===== src/design/qpps_pkg.sv =====
// ----------------------------------------------------------------------------
// qpps_pkg: shared definitions for the quadrature PID position servo
// Register map codes, reset values, count modes, word codes and field widths.
// ----------------------------------------------------------------------------
package qpps_pkg;

    // default sizes handed to the top level parameters
    localparam int COUNT_BITS_DEF = 32;
    localparam int SUM_BITS_DEF   = 48;
    localparam int DUTY_BITS_DEF  = 10;

    // fixed field widths
    localparam int GAIN_BITS   = 32;
    localparam int ERR_BITS    = 32;
    localparam int CHG_BITS    = 33;
    localparam int FRAC_BITS   = 16;
    localparam int OUT_CNT_BITS = 32;
    localparam int APB_DATA_BITS = 32;
    localparam int APB_ADDR_BITS = 5;
    localparam int REG_IDX_BITS  = 3;

    // register indices, byte address is 4 times the index
    localparam logic [REG_IDX_BITS-1:0] REG_COUNT_MODE   = 3'd0;
    localparam logic [REG_IDX_BITS-1:0] REG_TARGET_COUNT = 3'd1;
    localparam logic [REG_IDX_BITS-1:0] REG_GAIN_P       = 3'd2;
    localparam logic [REG_IDX_BITS-1:0] REG_GAIN_I       = 3'd3;
    localparam logic [REG_IDX_BITS-1:0] REG_GAIN_D       = 3'd4;
    localparam logic [REG_IDX_BITS-1:0] REG_DUTY_LIMIT   = 3'd5;

    // register reset values
    localparam logic [1:0]                  COUNT_MODE_RESET   = 2'd2;
    localparam logic signed [GAIN_BITS-1:0] TARGET_COUNT_RESET = 32'sd1080;
    localparam logic signed [GAIN_BITS-1:0] GAIN_P_RESET       = 32'sd182044;
    localparam logic signed [GAIN_BITS-1:0] GAIN_I_RESET       = 32'sd15;
    localparam logic signed [GAIN_BITS-1:0] GAIN_D_RESET       = 32'sd151704;
    localparam int                          DUTY_LIMIT_RESET   = 100;

    // count modes
    localparam logic [1:0] MODE_RISE_A  = 2'd0;
    localparam logic [1:0] MODE_BOTH_A  = 2'd1;
    localparam logic [1:0] MODE_BOTH_AB = 2'd2;

    // word codes
    localparam logic OP_SAMPLE = 1'b0;
    localparam logic OP_TICK   = 1'b1;

    // error saturation bounds
    localparam logic signed [ERR_BITS-1:0] ERR_MAX = 32'sh7fff_ffff;
    localparam logic signed [ERR_BITS-1:0] ERR_MIN = 32'sh8000_0000;

    // loop gains as one group
    typedef struct packed {
        logic signed [GAIN_BITS-1:0] gain_p;
        logic signed [GAIN_BITS-1:0] gain_i;
        logic signed [GAIN_BITS-1:0] gain_d;
    } gains_t;

endpackage


===== src/design/qpps_encoder.sv =====
// ----------------------------------------------------------------------------
// qpps_encoder: quadrature decoder and position counter
// Compares each pin sample with the latched levels and moves the count by one
// according to the selected 1X, 2X or 4X counting mode.
// ----------------------------------------------------------------------------
module qpps_encoder #(
    parameter int COUNT_BITS = qpps_pkg::COUNT_BITS_DEF
) (
    input  logic                         clk,
    input  logic                         rst_n,
    input  logic                         sample,
    input  logic                         pin_a,
    input  logic                         pin_b,
    input  logic [1:0]                   count_mode,
    output logic signed [COUNT_BITS-1:0] count,
    output logic signed [COUNT_BITS-1:0] count_next
);
    import qpps_pkg::*;

    logic                  last_a_reg;
    logic                  last_b_reg;
    logic [COUNT_BITS-1:0] count_reg;
    logic                  a_chg;
    logic                  b_chg;
    logic                  move;
    logic                  up;

    assign a_chg = pin_a ^ last_a_reg;
    assign b_chg = pin_b ^ last_b_reg;

    // direction decode per mode
    always_comb
    begin
        move = 1'b0;
        up   = 1'b0;
        case (count_mode)
            MODE_RISE_A:
            begin
                move = a_chg & pin_a;
                up   = pin_b;
            end
            MODE_BOTH_A:
            begin
                move = a_chg;
                up   = ~(pin_a ^ pin_b);
            end
            MODE_BOTH_AB:
            begin
                // simultaneous changes on both pins cancel
                move = a_chg ^ b_chg;
                up   = a_chg ? ~(pin_a ^ pin_b) : (pin_a ^ pin_b);
            end
            default:
            begin
                move = 1'b0;
                up   = 1'b0;
            end
        endcase
    end

    // count after this word, wraps within the counter width
    always_comb
    begin
        count_next = count_reg;
        if (sample && move)
        begin
            count_next = up ? count_reg + COUNT_BITS'(1'b1)
                            : count_reg - COUNT_BITS'(1'b1);
        end
    end

    assign count = count_reg;

    // pin latch and counter
    always_ff @(posedge clk or negedge rst_n)
    begin
        if (!rst_n)
        begin
            last_a_reg <= 1'b0;
            last_b_reg <= 1'b0;
            count_reg  <= '0;
        end
        else if (sample)
        begin
            last_a_reg <= pin_a;
            last_b_reg <= pin_b;
            count_reg  <= count_next;
        end
    end

    // count holds when no sample arrives
    a_count_idle: assert property (@(posedge clk) disable iff (!rst_n)
        !sample |=> $stable(count_reg))
        else $error("count moved without a pin sample");

    // in 4x mode a double change cancels
    a_double_change: assert property (@(posedge clk) disable iff (!rst_n)
        (sample && count_mode == MODE_BOTH_AB && a_chg && b_chg) |=> $stable(count_reg))
        else $error("count moved on a simultaneous A and B change");

endmodule


===== config.mk =====
export PLATFORM = sky130hd
export DESIGN_NAME = qpps_encoder
export DESIGN_NICKNAME = d
export VERILOG_FILES = /design/src/design/qpps_pkg.sv /design/src/design/qpps_encoder.sv
export SDC_FILE = /design/constraint.sdc
export NUM_CORES = 1
export LEC_CHECK = 0
export ABC_AREA = 1
export BUFFER_PORTS_ARGS = -buffer_cell sky130_fd_sc_hd__buf_2
export CORE_MARGIN = 2
export CORE_UTILIZATION = 55
export DETAILED_ROUTE_END_ITERATION = 10
export HOLD_SLACK_MARGIN = 0.08
export PLACE_DENSITY_LB_ADDON = 0.25
export SLEW_MARGIN = 20
export SYNTH_ARGS = -nofsm -noshare
export SYNTH_HDL_FRONTEND = slang
export SYNTH_SLANG_ARGS = --single-unit

===== constraint.sdc =====
create_clock -name clk -period 4.4 [get_ports clk]
set_input_delay 0.66 -clock clk [delete_from_list [all_inputs] [get_ports clk]]
set_output_delay 0.66 -clock clk [all_outputs]
set_load 0.01 [all_outputs]

Word-level counts from Yosys, hierarchy flattened
Index checks and enable logic that the tools add are counted.
{"block": "totals", "word_cells": 20, "register_bits": 34}
{"block": "classes", "bitwise_logic": 6, "n_addsub": 2, "reduce_logical": 2, "n_mux": 5, "n_eq_ne": 2}
{"op": "2-to-1 mux 32 bit", "n": 2}
{"op": "adder 32 x 1 -> 32 bit, second input constant", "n": 1}
{"op": "subtractor 32 x 1 -> 32 bit, second input constant", "n": 1}
{"op": "case mux 1 bit (3 select lines)", "n": 2}
{"op": "XOR 1 bit", "n": 4}
{"op": "equality test 2 x 1 -> 1 bit, second input constant", "n": 1}
{"op": "equality test 2 bit, second input constant", "n": 1}
{"op": "zero test 2 bit", "n": 1}
{"op": "bitwise AND 1 bit", "n": 1}
{"op": "logical AND 1 bit", "n": 1}
{"op": "2-to-1 mux 1 bit", "n": 1}
{"op": "inverter 1 bit", "n": 1}

Longest topological paths before layout
{"block": "logic_depth", "word_depth": 6, "depth_mapped": 19}

Worst setup path after synthesis
No wires, ideal clock.
{"block": "synth_timing", "kind": "input -> output", "startpoint": "input pin_a", "endpoint": "output count_next[13]", "required_time_ns": 3.740, "cell_stages": 14, "setup_slack_ns": 0.458, "path_buffers": 0, "arrival_ns": 3.282, "cell_sequence": "ha_1 nand3_1 nand3_1 nand2_1 nand2_1 ha_1 or2_4 nand3b_1 nand2_1 nand2_1 nand2_1 or2_2 nand3_2 nand2_1"}
{"block": "synth_via", "elab_chain_cells": 6, "word_cells_on_any_way": 11, "cone_classes": "mux: 5; bitwise: 5; reduce/logical: 1"}
{"element": "start, declared", "line_no": "qpps_encoder.sv:12", "rtl": "input logic pin_a,"}
{"element": "XOR 1 bit", "line_no": "qpps_encoder.sv:45, qpps_encoder.sv:51"}
{"element": "inverter 1 bit", "line_no": "qpps_encoder.sv:45, qpps_encoder.sv:51"}
{"element": "2-to-1 mux 1 bit", "line_no": "qpps_encoder.sv:51", "rtl": "up = a_chg ? ~(pin_a ^ pin_b) : (pin_a ^ pin_b);"}
{"element": "case mux 1 bit (3 select lines)", "line_no": "qpps_encoder.sv:36", "rtl": "case (count_mode)"}
{"element": "2-to-1 mux 32 bit", "line_no": "qpps_encoder.sv:67", "rtl": "count_next = up ? count_reg + COUNT_BITS'(1'b1)"}
{"element": "2-to-1 mux 32 bit (*)", "line_no": "qpps_encoder.sv:65", "rtl": "if (sample && move)"}
{"element": "end, declared", "line_no": "qpps_encoder.sv:16", "rtl": "output logic signed [COUNT_BITS-1:0] count_next"}
Every way passes the cells marked *; elsewhere a longest branch is shown, timed or not.

Worst setup path in the final report
Same ends and word-level chain as after synthesis.

==> results.sh <==
export IMPL_avgViaCountPerCell=5.01
export IMPL_clk_pin_slew_worst_paths_ns=0.08
export IMPL_synth_top_area_share_pct=29.0
export IMPL_hold_class="input port to async pin"
export IMPL_finalCriticalPeriod_ns=4.02
export IMPL_muxShareOfSynthArea_pct=0
export IMPL_finalPower_w=0.00357
export IMPL_final_setup_skew_ns=0.00579
export IMPL_critPathKind="input port to output port"
export IMPL_antenna_found_initial=0
export IMPL_cp_arrival_ns=3.36
export IMPL_power_frac_seq_pct=16.2
export IMPL_leakagePower_nw=2.83
export IMPL_synthSimpleGateAreaFrac_pct=44.0
export IMPL_worst_pin_slew_ns=0.803
export IMPL_drive_gt1_share_pct=11.8
export IMPL_outcome="complete, no violations"
export IMPL_timing_final_crit_share_pct=91.3
export IMPL_path_cells="buf_2 -> ha_1 -> inv_1 -> nand2_1 -> nand3_1 -> nand2_1 -> nand2_1 -> buf_4 -> ha_1 -> nand2_1 -> inv_1 -> nand2_1 -> inv_1 -> a21oi_1 -> nand2_1 -> or2_2 -> nand3_2 -> nand2_1 -> buf_2"
export IMPL_io_buffers=70
export IMPL_seq_area_frac_synth_pct=22.0
export IMPL_dieArea_sq_um=7700
export IMPL_cp_required_ns=3.74
export IMPL_setup_tns_ns=0
export IMPL_wl_per_cell_um=12.3
export IMPL_multi_input_comb_area_sq_um=2520
export IMPL_cts_buffers_inserted=5
export IMPL_start_util_pct=56.8
export IMPL_register_area_sq_um=851
export IMPL_dp_hpwl_um=8460
export IMPL_relSlewSlack_pct=46.5
export IMPL_cp_start_kind="input port"
export IMPL_vias=4221
export IMPL_fp_dieW_um=87.8
export IMPL_ys_warn_count=0
export IMPL_cts_htree_levels=2
export IMPL_overflow=0
export IMPL_fin_area_sq_um=4400
export IMPL_crit_top_cell="nand2_1"
export IMPL_grt_max_degree=39
export IMPL_std_cell_rows=30
export IMPL_gp_congestion=0.929
export IMPL_p_int_w=0.00159
export IMPL_rsz0062_at_grt="false"
export IMPL_drtIter0Drc=216
export IMPL_ant_nets=0
export IMPL_slew_violations=0
export IMPL_worstSetupEndpointType="output port"
export IMPL_syn_area_sq_um=3860
export IMPL_yosys_register_bits=34
export IMPL_grtUsageTotal_pct=28.5
export IMPL_n_fill_cell=710
export IMPL_dp_cells=834
export IMPL_area_growth_pct=14.0
export IMPL_tritoncts="done"
export IMPL_p_clk_share_pct=8.3
export IMPL_pwr_share_comb_pct=75.4
export IMPL_synth_nets=712
export IMPL_ctsHoldBuffers=0
export IMPL_largest_reg_flops=32
export IMPL_synth_xor_area_share_pct=2.72
export IMPL_nets=785
export IMPL_synth_top_family_by_area="simple AND/OR/NAND/NOR gates"
export IMPL_die_h_um=87.8
export IMPL_switchingPower_w=0.00197
export IMPL_peakVddDrop_v=0.000345
export IMPL_clock_sinks=34
export IMPL_path_max_fanout=13
export IMPL_synthAdderAreaFrac_pct=10.9
export IMPL_yosysTopAreaCell="nand2_1"
export IMPL_grt_pass1_wl_um=17400
export IMPL_first_global_vias=3820
export IMPL_cts_post_setup_buffers_inserted=0
export IMPL_synth_compound_area_share_pct=7.81
export IMPL_syn_area_per_cell_sq_um=5.74
export IMPL_setup_viol=0
export IMPL_clk_latency_ns=0.30
export IMPL_switching_share_pct=55.3
export IMPL_stdcell_count=842
export IMPL_post_place_ws_ns=0.424
export IMPL_drc=0
export IMPL_clockBufferDepth=2
export IMPL_drt_total_wl_um=10400
export IMPL_cp_slowest_cell="ha_1"
export IMPL_n_antenna_cell=0
export IMPL_synth_area_leaders="nand2_1, dfrtp_1, inv_1, ha_1, nand3_1"
export IMPL_maxCapViolCount=0
export IMPL_report_final_hold_viol_count=0
export IMPL_synth_cell_types=30
export IMPL_finalWorstSetupSlack_ns=0.382
export IMPL_io_pins=71
export IMPL_fmax_mhz=249
export IMPL_p_per_area_nw_per_um2=811
export IMPL_cts_resized=0
export IMPL_dpl_instance_area_sq_um=4290
export IMPL_core_sq_um=6790
export IMPL_synthCells=672
export IMPL_critPathMaxStageDelay_ns=0.37
export IMPL_clock_root_buffer="clkbuf_8"
export IMPL_dr_pass1_iters=5
==> synthesized netlist by cell type <==
| master | number |
|---|---|
| buf_2 | 1 |
| or2_2 | 2 |
| nand3_1 | 50 |
| a21o_1 | 2 |
| nand2_2 | 1 |
| nand3b_1 | 7 |
| clkbuf_1 | 1 |
| buf_4 | 1 |
| a21oi_1 | 24 |
| nand4_1 | 4 |
| nor2_1 | 44 |
| inv_4 | 1 |
| xnor2_1 | 8 |
| clkinv_1 | 1 |
| nor3_1 | 6 |
| o21bai_1 | 2 |
| nand2_4 | 1 |
| a31oi_1 | 1 |
| and2_1 | 1 |
| o21ai_0 | 21 |
| nand3_2 | 1 |
| ha_1 | 32 |
| nand2_1 | 298 |
| xor2_1 | 4 |
| o21ai_1 | 8 |
| dfrtp_1 | 34 |
| inv_1 | 110 |
| fa_1 | 1 |
| or2_4 | 1 |
| buf_6 | 4 |
==> routing by layer <==
layer	wire [um]	track usage [%]	up-vias	share of wire, %
li1	-	-	2236	-
met1	5290	41.0	1875	51
met2	4470	45.9	101	43
met3	519	4.05	9	5.0
met4	85	5.17	0	0.82
met5	0	0	-	0
==> worst paths after layout <==
| path | startpoint | to | slack [ns] | cells after the start |
|---|---|---|---|---|
| min in group clk | count[30] | count[30] | 0.53 | 2 |
| setup / recovery | pin_a | count_next[13] | 0.38 | 19 |
| hold / removal | rst_n | count[6] | 0.44 | 1 |
| hold reg to reg | count[30] | count[30] | 0.53 | 2 |
| setup reg to reg | last_a_reg | count[13] | 1.48 | 18 |
| max in group asynchronous | rst_n | count[27] | 3.45 | 1 |
==> power by group through the flow <==
| stage | clock network (W) | logic, W | registers, W |
|---|---|---|---|
| after global routing | 0.000323 | 0.00306 | 0.000601 |
| after floorplan | 0 | 0.00184 | 0.000634 |
| after detailed placement | 0 | 0.00266 | 0.000587 |
| after CTS | 0.000304 | 0.00267 | 0.000581 |
| after global placement | 0 | 0.00262 | 0.000579 |
| final | 0.000298 | 0.00269 | 0.000579 |
==> worst max-delay path: cells and delay by family <==
family | cells | cell delay (ns)
compound gates | 1 | 0.16
simple gates | 10 | 1.18
fa+ha+maj | 2 | 0.71
buf+inv | 6 | 0.67
==> stage by stage <==
| step | hold WS [ns] | utilization, % |
|---|---|---|
| 2_1_floorplan | 0.364 | - |
| 3_3_place_gp | 0.509 | 63.1 |
| 3_5_place_dp | 0.516 | 63.1 |
| 4_1_cts | 0.473 | 64.8 |
| 5_1_grt | 0.508 | 64.8 |
| 6_report | 0.441 | 64.8 |
==> cell usage in the layout, fill, tap and decap left out, types with 6 or more instances in the layout <==
master	instances
o21ai_1	8
buf_2	70
a21oi_1	24
o21ai_0	21
nor2_1	44
inv_1	110
nand2_1	298
ha_1	32
nand3_1	50
nor3_1	6
nand3b_1	7
dfrtp_1	34
xnor2_1	8
==> layout make-up <==
class | count | area share (%)
multi-input combinational | 519 | 57.4
sequential | 34 | 19.3
tap | 96 | 2.73
timing repair buffer | 73 | 8.48
clock buffer | 5 | 1.56
inverter | 112 | 9.61
clock inverter | 3 | 0.910
==> cells by family after synthesis <==
| logic type | count (synthesis) |
|---|---|
| adder cells (fa/ha/maj) | 33 |
| buffers and inverters | 119 |
| AND/OR/NAND/NOR | 416 |
| AO/OA/AOI/OAI | 58 |
| flip-flops | 34 |
| XOR/XNOR | 12 |
No activity file was read; power rests on OpenSTA's default activity.
