==> config.mk <==
export PLATFORM = sky130hd
export DESIGN_NAME = qpps_error
export DESIGN_NICKNAME = d
export VERILOG_FILES = /design/src/design/qpps_pkg.sv /design/src/design/qpps_error.sv
export SDC_FILE = /design/constraint.sdc
export NUM_CORES = 1
export LEC_CHECK = 0
export BUFFER_PORTS_ARGS = -buffer_cell sky130_fd_sc_hd__clkbuf_2
export CORE_UTILIZATION = 40
export DETAILED_ROUTE_END_ITERATION = 8
export GPL_ROUTABILITY_DRIVEN = 0
export HOLD_SLACK_MARGIN = 0.02
export PLACE_DENSITY = 0.63
export SKIP_CTS_REPAIR_TIMING = 1
export SYNTH_ARGS = -nofsm -noshare
export SYNTH_HDL_FRONTEND = slang
export SYNTH_SLANG_ARGS = --single-unit
==> constraint.sdc <==
create_clock -name clk -period 5.48 [get_ports clk]
set_clock_uncertainty 0.2 [all_clocks]
set_input_delay 0.274 -clock clk [delete_from_list [all_inputs] [get_ports clk]]
set_output_delay 0.274 -clock clk [all_outputs]
set_load 0.03 [all_outputs]
==> src/design/qpps_pkg.sv <==
// ----------------------------------------------------------------------------
// qpps_pkg: shared definitions for the quadrature PID position servo
// Register map codes, reset values, count modes, word codes and field widths.
// ----------------------------------------------------------------------------
package qpps_pkg;

    // default sizes handed to the top level parameters
    localparam int COUNT_BITS_DEF = 32;
    localparam int SUM_BITS_DEF   = 48;
    localparam int DUTY_BITS_DEF  = 10;

    // fixed field widths
    localparam int GAIN_BITS   = 32;
    localparam int ERR_BITS    = 32;
    localparam int CHG_BITS    = 33;
    localparam int FRAC_BITS   = 16;
    localparam int OUT_CNT_BITS = 32;
    localparam int APB_DATA_BITS = 32;
    localparam int APB_ADDR_BITS = 5;
    localparam int REG_IDX_BITS  = 3;

    // register indices, byte address is 4 times the index
    localparam logic [REG_IDX_BITS-1:0] REG_COUNT_MODE   = 3'd0;
    localparam logic [REG_IDX_BITS-1:0] REG_TARGET_COUNT = 3'd1;
    localparam logic [REG_IDX_BITS-1:0] REG_GAIN_P       = 3'd2;
    localparam logic [REG_IDX_BITS-1:0] REG_GAIN_I       = 3'd3;
    localparam logic [REG_IDX_BITS-1:0] REG_GAIN_D       = 3'd4;
    localparam logic [REG_IDX_BITS-1:0] REG_DUTY_LIMIT   = 3'd5;

    // register reset values
    localparam logic [1:0]                  COUNT_MODE_RESET   = 2'd2;
    localparam logic signed [GAIN_BITS-1:0] TARGET_COUNT_RESET = 32'sd1080;
    localparam logic signed [GAIN_BITS-1:0] GAIN_P_RESET       = 32'sd182044;
    localparam logic signed [GAIN_BITS-1:0] GAIN_I_RESET       = 32'sd15;
    localparam logic signed [GAIN_BITS-1:0] GAIN_D_RESET       = 32'sd151704;
    localparam int                          DUTY_LIMIT_RESET   = 100;

    // count modes
    localparam logic [1:0] MODE_RISE_A  = 2'd0;
    localparam logic [1:0] MODE_BOTH_A  = 2'd1;
    localparam logic [1:0] MODE_BOTH_AB = 2'd2;

    // word codes
    localparam logic OP_SAMPLE = 1'b0;
    localparam logic OP_TICK   = 1'b1;

    // error saturation bounds
    localparam logic signed [ERR_BITS-1:0] ERR_MAX = 32'sh7fff_ffff;
    localparam logic signed [ERR_BITS-1:0] ERR_MIN = 32'sh8000_0000;

    // loop gains as one group
    typedef struct packed {
        logic signed [GAIN_BITS-1:0] gain_p;
        logic signed [GAIN_BITS-1:0] gain_i;
        logic signed [GAIN_BITS-1:0] gain_d;
    } gains_t;

endpackage

==> src/design/qpps_error.sv <==
// ----------------------------------------------------------------------------
// qpps_error: position error and PID history
// Forms the saturated error on a tick and keeps the error sum, the error
// change and the previous error; presents the history from the last tick.
// ----------------------------------------------------------------------------
module qpps_error #(
    parameter int COUNT_BITS = qpps_pkg::COUNT_BITS_DEF,
    parameter int SUM_BITS   = qpps_pkg::SUM_BITS_DEF
) (
    input  logic                                   clk,
    input  logic                                   rst_n,
    input  logic                                   tick,
    input  logic signed [qpps_pkg::GAIN_BITS-1:0]  target_count,
    input  logic signed [COUNT_BITS-1:0]           count,
    output logic signed [qpps_pkg::ERR_BITS-1:0]   err,
    output logic signed [SUM_BITS-1:0]             sum_old,
    output logic signed [qpps_pkg::CHG_BITS-1:0]   chg_old
);
    import qpps_pkg::*;

    // wide enough for the difference of the target and the count
    localparam int WIDE_BITS = (COUNT_BITS > GAIN_BITS) ? COUNT_BITS : GAIN_BITS;
    localparam int DIFF_BITS = WIDE_BITS + 2;

    logic signed [SUM_BITS-1:0]  error_sum_reg;
    logic signed [SUM_BITS-1:0]  error_sum_next;
    logic signed [CHG_BITS-1:0]  error_change_reg;
    logic signed [CHG_BITS-1:0]  error_change_next;
    logic signed [ERR_BITS-1:0]  prev_error_reg;
    logic signed [DIFF_BITS-1:0] diff;
    logic signed [SUM_BITS:0]    sum_ext;
    logic                        diff_in_range;

    // reference minus count, saturated to 32 bits
    assign diff = DIFF_BITS'(target_count) - DIFF_BITS'(count);
    assign diff_in_range = (&diff[DIFF_BITS-1:ERR_BITS-1]) | ~(|diff[DIFF_BITS-1:ERR_BITS-1]);

    always_comb
    begin
        if (diff_in_range)
        begin
            err = diff[ERR_BITS-1:0];
        end
        else
        begin
            err = diff[DIFF_BITS-1] ? ERR_MIN : ERR_MAX;
        end
    end

    // saturating accumulate
    assign sum_ext = (SUM_BITS + 1)'(error_sum_reg) + (SUM_BITS + 1)'(err);

    always_comb
    begin
        if (sum_ext[SUM_BITS] != sum_ext[SUM_BITS-1])
        begin
            error_sum_next = sum_ext[SUM_BITS] ? {1'b1, {(SUM_BITS - 1){1'b0}}}
                                               : {1'b0, {(SUM_BITS - 1){1'b1}}};
        end
        else
        begin
            error_sum_next = sum_ext[SUM_BITS-1:0];
        end
    end

    assign error_change_next = CHG_BITS'(err) - CHG_BITS'(prev_error_reg);

    assign sum_old = error_sum_reg;
    assign chg_old = error_change_reg;

    // history update on each tick
    always_ff @(posedge clk or negedge rst_n)
    begin
        if (!rst_n)
        begin
            error_sum_reg    <= '0;
            error_change_reg <= '0;
            prev_error_reg   <= '0;
        end
        else if (tick)
        begin
            error_sum_reg    <= error_sum_next;
            error_change_reg <= error_change_next;
            prev_error_reg   <= err;
        end
    end

    // history only moves on a tick
    a_history_idle: assert property (@(posedge clk) disable iff (!rst_n)
        !tick |=> ($stable(prev_error_reg) && $stable(error_sum_reg)))
        else $error("pid history changed without a tick");

endmodule

======== Word level (Yosys, flattened, before mapping) ========
Index checks and enable logic that the tools add are counted.
Widths: inputs -> output; s select.
storage, ports and cells
  output and inout port bits .............. 113
  register bits ........................... 113
operators by class
  bitwise gates (word level) .............. 2
  $add $sub $neg .......................... 3
  reduce and logical (&&, ||, !) cells .... 2
  mux-type cells .......................... 4
  equality and inequality tests ........... 1
operators by type and width
  operator          number
  $mux 48           2
  $sub 32x32->33    2
  $mux 32           2
  $add 48x32->49    1
  $reduce_and 3->1  1
  $reduce_or 3->1   1
  $ne 1x1->1        1
  $not 1->1         1
  $or 1x1->1        1

======== Depth between registers and ports, before layout ========
  word-level depth ........................ 8
  mapped depth ............................ 29
  gate-level depth less buffers ........... 27

======== Worst setup path after synthesis ========
Ideal clock, no wire load.
  kind .................................... input-to-reg
  start ................................... input count[6]
  end ..................................... register error_sum_reg[43] (netlist: sum_old[43])
  arrival time ............................ 6.852 ns
  slack ................................... -1.662 ns
  stages .................................. 26
  path buffers ............................ 1
  path through ............................ inv_1 > ha_1 > a211o_1 > o31ai_1 > a21oi_1 > o21a_1 > a211o_1 > and3_1 > nor3_1 > nor2_1 > clkbuf_1 > o21ai_0 > ha_1 > inv_1 > fa_1 > nand2b_1 > a21o_1 > a21oi_1 > a211oi_1 > o21ai_0 > a211o_1 > and3_1 > a2111oi_4 > a31oi_4 > or4b_1 > o2111ai_1
on the way
  longest elaborated chain between the ends .. 8
  elaborated cells on any way between the ends .. 11
  those cells by class .................... 2 x add/sub; 1 x eq/ne; 4 x mux; 2 x bitwise; 2 x reduce/logical
ends and longest elaborated chain
  item                                   RTL line                            RTL
  start: declaration                     qpps_error.sv:14                    input logic signed [COUNT_BITS-1:0] count,
  $sub 32x32->33 (*)                     qpps_error.sv:35                    assign diff = DIFF_BITS'(target_count) - DIFF_BITS'(count);
  $reduce_or 3->1                        qpps_error.sv:36                    assign diff_in_range = (&diff[DIFF_BITS-1:ERR_BITS-1]) | ~(|diff[DIFF_BITS-1:ERR_BITS-1]);
  $not 1->1                              qpps_error.sv:36
  $or 1x1->1                             qpps_error.sv:36
  $mux 32 (*)                            qpps_error.sv:40                    if (diff_in_range)
  net err, one bit                       qpps_error.sv:15                    output logic signed [qpps_pkg::ERR_BITS-1:0] err,
  $add 48x32->49 (*)                     qpps_error.sv:51                    assign sum_ext = (SUM_BITS + 1)'(error_sum_reg) + (SUM_BITS + 1)'(err);
  $mux 48 or $ne 1x1->1 (tied branches)  qpps_error.sv:57, qpps_error.sv:55
  $mux 48 (*)                            qpps_error.sv:55                    if (sum_ext[SUM_BITS] != sum_ext[SUM_BITS-1])
  end signal: assignment                 qpps_error.sv:82                    error_sum_reg <= error_sum_next;
  end: declaration                       qpps_error.sv:25                    logic signed [SUM_BITS-1:0] error_sum_reg;
Mark *: on every way through the listed nets, which the timed path passes. The rest lies on a longest branch.
A chain may end at the register's enable or synchronous reset.

======== Worst setup path in the final report ========
  start ................................... input count[4]
  end ..................................... register error_sum_reg[7] (netlist: sum_old[7])
on the way
  longest elaborated chain between the ends .. 8
  elaborated cells on any way between the ends .. 11
  those cells by class .................... 2 x add/sub; 1 x eq/ne; 4 x mux; 2 x bitwise; 2 x reduce/logical
ends and longest elaborated chain
  item                                   RTL line
  $sub 32x32->33 (*)                     qpps_error.sv:35
  $reduce_or 3->1                        qpps_error.sv:36
  $not 1->1                              qpps_error.sv:36
  $or 1x1->1                             qpps_error.sv:36
  $mux 32 (*)                            qpps_error.sv:40
  $add 48x32->49 (*)                     qpps_error.sv:51
  $mux 48 or $ne 1x1->1 (tied branches)  qpps_error.sv:57, qpps_error.sv:55
  $mux 48 (*)                            qpps_error.sv:55
Every way passes the cells marked *; elsewhere a longest branch is shown, timed or not.

==> summary.txt <==
Floorplanning
  • Die area: 26,430 um^2
  • Ports: 180
  • Die W: 162.6 um
  • Core area: 25,250 um^2
  • Starting Density: 0.4084
  • Die Ht: 162.6 um
  • Rows: 58

Clocking
  • CTS buffer count: 17
  • TritonCTS clock tree: built
  • Root buf cell: clkbuf_16
  • CTS Buffer Depth: 2
  • H-tree depth: 4
  • Clk pin slew, worst setup/hold paths: 0.06 ns
  • Later-pin clock latency in the skew report: 0.44 ns
  • # clock sinks: 113

Synth
  • Syn Inst Count: 1,292
  • Seq/Total Area, Yosys: 0.2742
  • Syn. warnings: 0
  • Share of flip-flops with an asynchronous set or reset: 1.000
  • Synth Net Count: 1,457
  • FF+latch count, synth: 113
  • Main synth FF type: dfrtp_1
  • Netlist cell types: 74
  • Number of enable flip-flop cells after synthesis: 0
  • Syn Std Cell Area: 10,310 um^2
  • Avg Inst Size Synth: 7.983 um^2

Detailed routing
  • Total number of vias: 11.55k
  • Residual DRC: 0
  • Routed WL per cell: 16.59 um
  • Initial DRT Pass Iterations: 5
  • Remaining antenna violation count: 0
  • Routed vias/inst: 5.448
  • Routed wire length: 35.17 mm
  • Initial DRC Count: 794

Cells and area
  • Inserted Diodes: 0
  • Fin area: 15,720 um^2
  • Fraction of layout cells with a size suffix above 1: 0.4173
  • Max reg flops: 48
  • NumNets Final: 1,942
  • Area Growth Syn to Fin: 52.44%
  • Final cell count without fillers: 2,120

Global routing
  • Total gr overflow: 0
  • Initial antenna violation count: 0
  • Total GRT Usage: 0.2624
  • Vias in the first global route: 10.99k
  • Pin count of the biggest net entering global routing: 82
  • First-pass GRT wire length: 54.99 mm

STA
  • Final Critical Period: 6.064 ns
  • Worst-margin pin slew: 0.9564 ns
  • Fmax: 0.1649 GHz
  • RSZ-0062 raised after global routing: true
  • Crit share post-route: 1.107
  • Final setup vio count: 47
  • Setup ws final: -0.5844 ns
  • Max-slew violation count: 0
  • Worst relative slew slack: 0.3566
  • Final Hold Fails: 0

Critical path
  • Slowest-stage cell, CP: or4_4
  • Worst setup EP type: flip-flop
  • Critical path buffers and inverters: 8
  • CP max stage delay: 0.52 ns
  • CP required: 5.60 ns
  • Crit path DAT: 6.18 ns
  • Worst setup path class: in2reg
  • Max FO, Critical Path: 9
  • Worst path top cell family by delay: compound AO/OA/AOI/OAI gates
  • Critical Path Start Type: primary input
  • Top cell by count, worst path: buf_4

Place
  • Port Buffers: 179
  • Area after DPL: 14,460 um^2
  • Placed insts: 2,066
  • Final HPWL DP: 26.90 mm

Power
  • VDD IR max: 333.6 uV
  • Sw frac: 0.4801
  • Cell internal pwr: 5145 uW
  • Clock power share: 0.116
  • P_sw: 4751 uW
  • Power Density: 629.4 nW/um^2
  • Reg power frac: 0.161
  • Leakage: 0.007607 uW
  • Combinational share of power: 0.723
  • PnR Total Power: 9896 uW

Flow run
  • Max cap viols: 0

Run status
  • Violations in the final reports: setup timing
  • Status: finished with violations

Worst hold path
  • Hold Path Class: in2reg
## cell families (layout without fill, tap and decap cells)
kind of cell	Yosys count	count (layout)	share of synthesized area
AO/OA/AOI/OAI	396	397	0.2469
flip-flops	113	113	0.2742
multiplexers	37	37	0.04016
buffers and inverters	165	662	0.06260
AND/OR/NAND/NOR	403	403	0.1868
adder cells (fa/ha/maj)	101	101	0.1240
XOR/XNOR	77	77	0.06539
## power groups by stage
stage / clock network (uW) / logic (uW) / registers (uW)
floorplan: 0 / 3690 / 2050
global placement: 0 / 6530 / 1590
detailed placement: 0 / 6620 / 1600
CTS: 1160 / 6670 / 1590
global route: 1210 / 7730 / 1650
finish: 1150 / 7150 / 1600
## cell usage after synthesis (34+ instances only)
cell      instances  area share
ha_1             95        0.12
xnor2_1          54       0.046
o21ai_0          74       0.036
nor2_1          101       0.037
nand2_1         125       0.045
clkbuf_1         34       0.012
a21oi_1         131       0.064
inv_1           114       0.041
nor3_1           34       0.016
mux2_2           35       0.038
dfrtp_1         113        0.27
## routing by layer
| metal | vias to the layer above | wire (um) | GRT usage |
|---|---|---|---|
| li1 | 5656 | - | - |
| met1 | 5406 | 15790 | 0.3478 |
| met2 | 418 | 15860 | 0.4192 |
| met3 | 70 | 2513 | 0.05984 |
| met4 | 0 | 1007 | 0.08879 |
| met5 | - | 0 | 0 |
## cell usage in the layout, fill, tap and decap left out, types with 26 or more instances in the layout
master / count
dfrtp_1: 113
mux2_2: 35
buf_4: 320
ha_1: 75
nand3_1: 27
clkbuf_2: 176
xnor2_1: 53
o21ai_0: 50
a21oi_2: 28
a21oi_1: 96
a21o_1: 33
inv_1: 110
nor3_1: 30
nand2_1: 101
nor2_1: 96
a31oi_1: 26
## worst paths after layout
kind | from | end | slack (ns) | cells after the start
worst max-delay path | count[4] | sum_old[7] | -0.58 | 32
worst min-delay path | tick | chg_old[29] | 0.17 | 3
worst max register to register | sum_old[26] | sum_old[7] | 1.26 | 15
worst min register to register | chg_old[29] | chg_old[29] | 0.29 | 1
max in group asynchronous | rst_n | sum_old[37] | 3.53 | 3
min in group asynchronous | rst_n | sum_old[0] | 0.28 | 2
## layout make-up
class | count | area [um^2]
Multi-Input combinational cell | 1015 | 7850
Sequential cell | 113 | 2828
Fill cell | 2177 | 9532
Timing Repair Buffer | 515 | 3597
Inverter | 115 | 436.7
Tap cell | 330 | 412.9
Clock inverter | 15 | 172.7
Clock buffer | 17 | 425.4
## worst min-delay path: cells and delay by family
family	cells	cell delay, ns
AOI/OAI and AO/OA	1	0.06
and+or+nand+nor	1	0.14
buffers and inverters	1	0.29
## per-stage QoR
step,setup slack (ns),utilization,hold WS [ns],TNS (ns)
2_1_floorplan,-0.6199,-,-0.2216,-25.95
3_3_place_gp,-1.060,0.5724,0.2051,-50.08
3_5_place_dp,-1.159,0.5724,0.2143,-55.33
4_1_cts,-0.7350,0.5961,-0.2472,-28.62
5_1_grt,-0.7679,0.6226,0.1843,-32.17
6_report,-0.5844,0.6226,0.1734,-23.75
No activity file was read; power rests on OpenSTA's default activity.
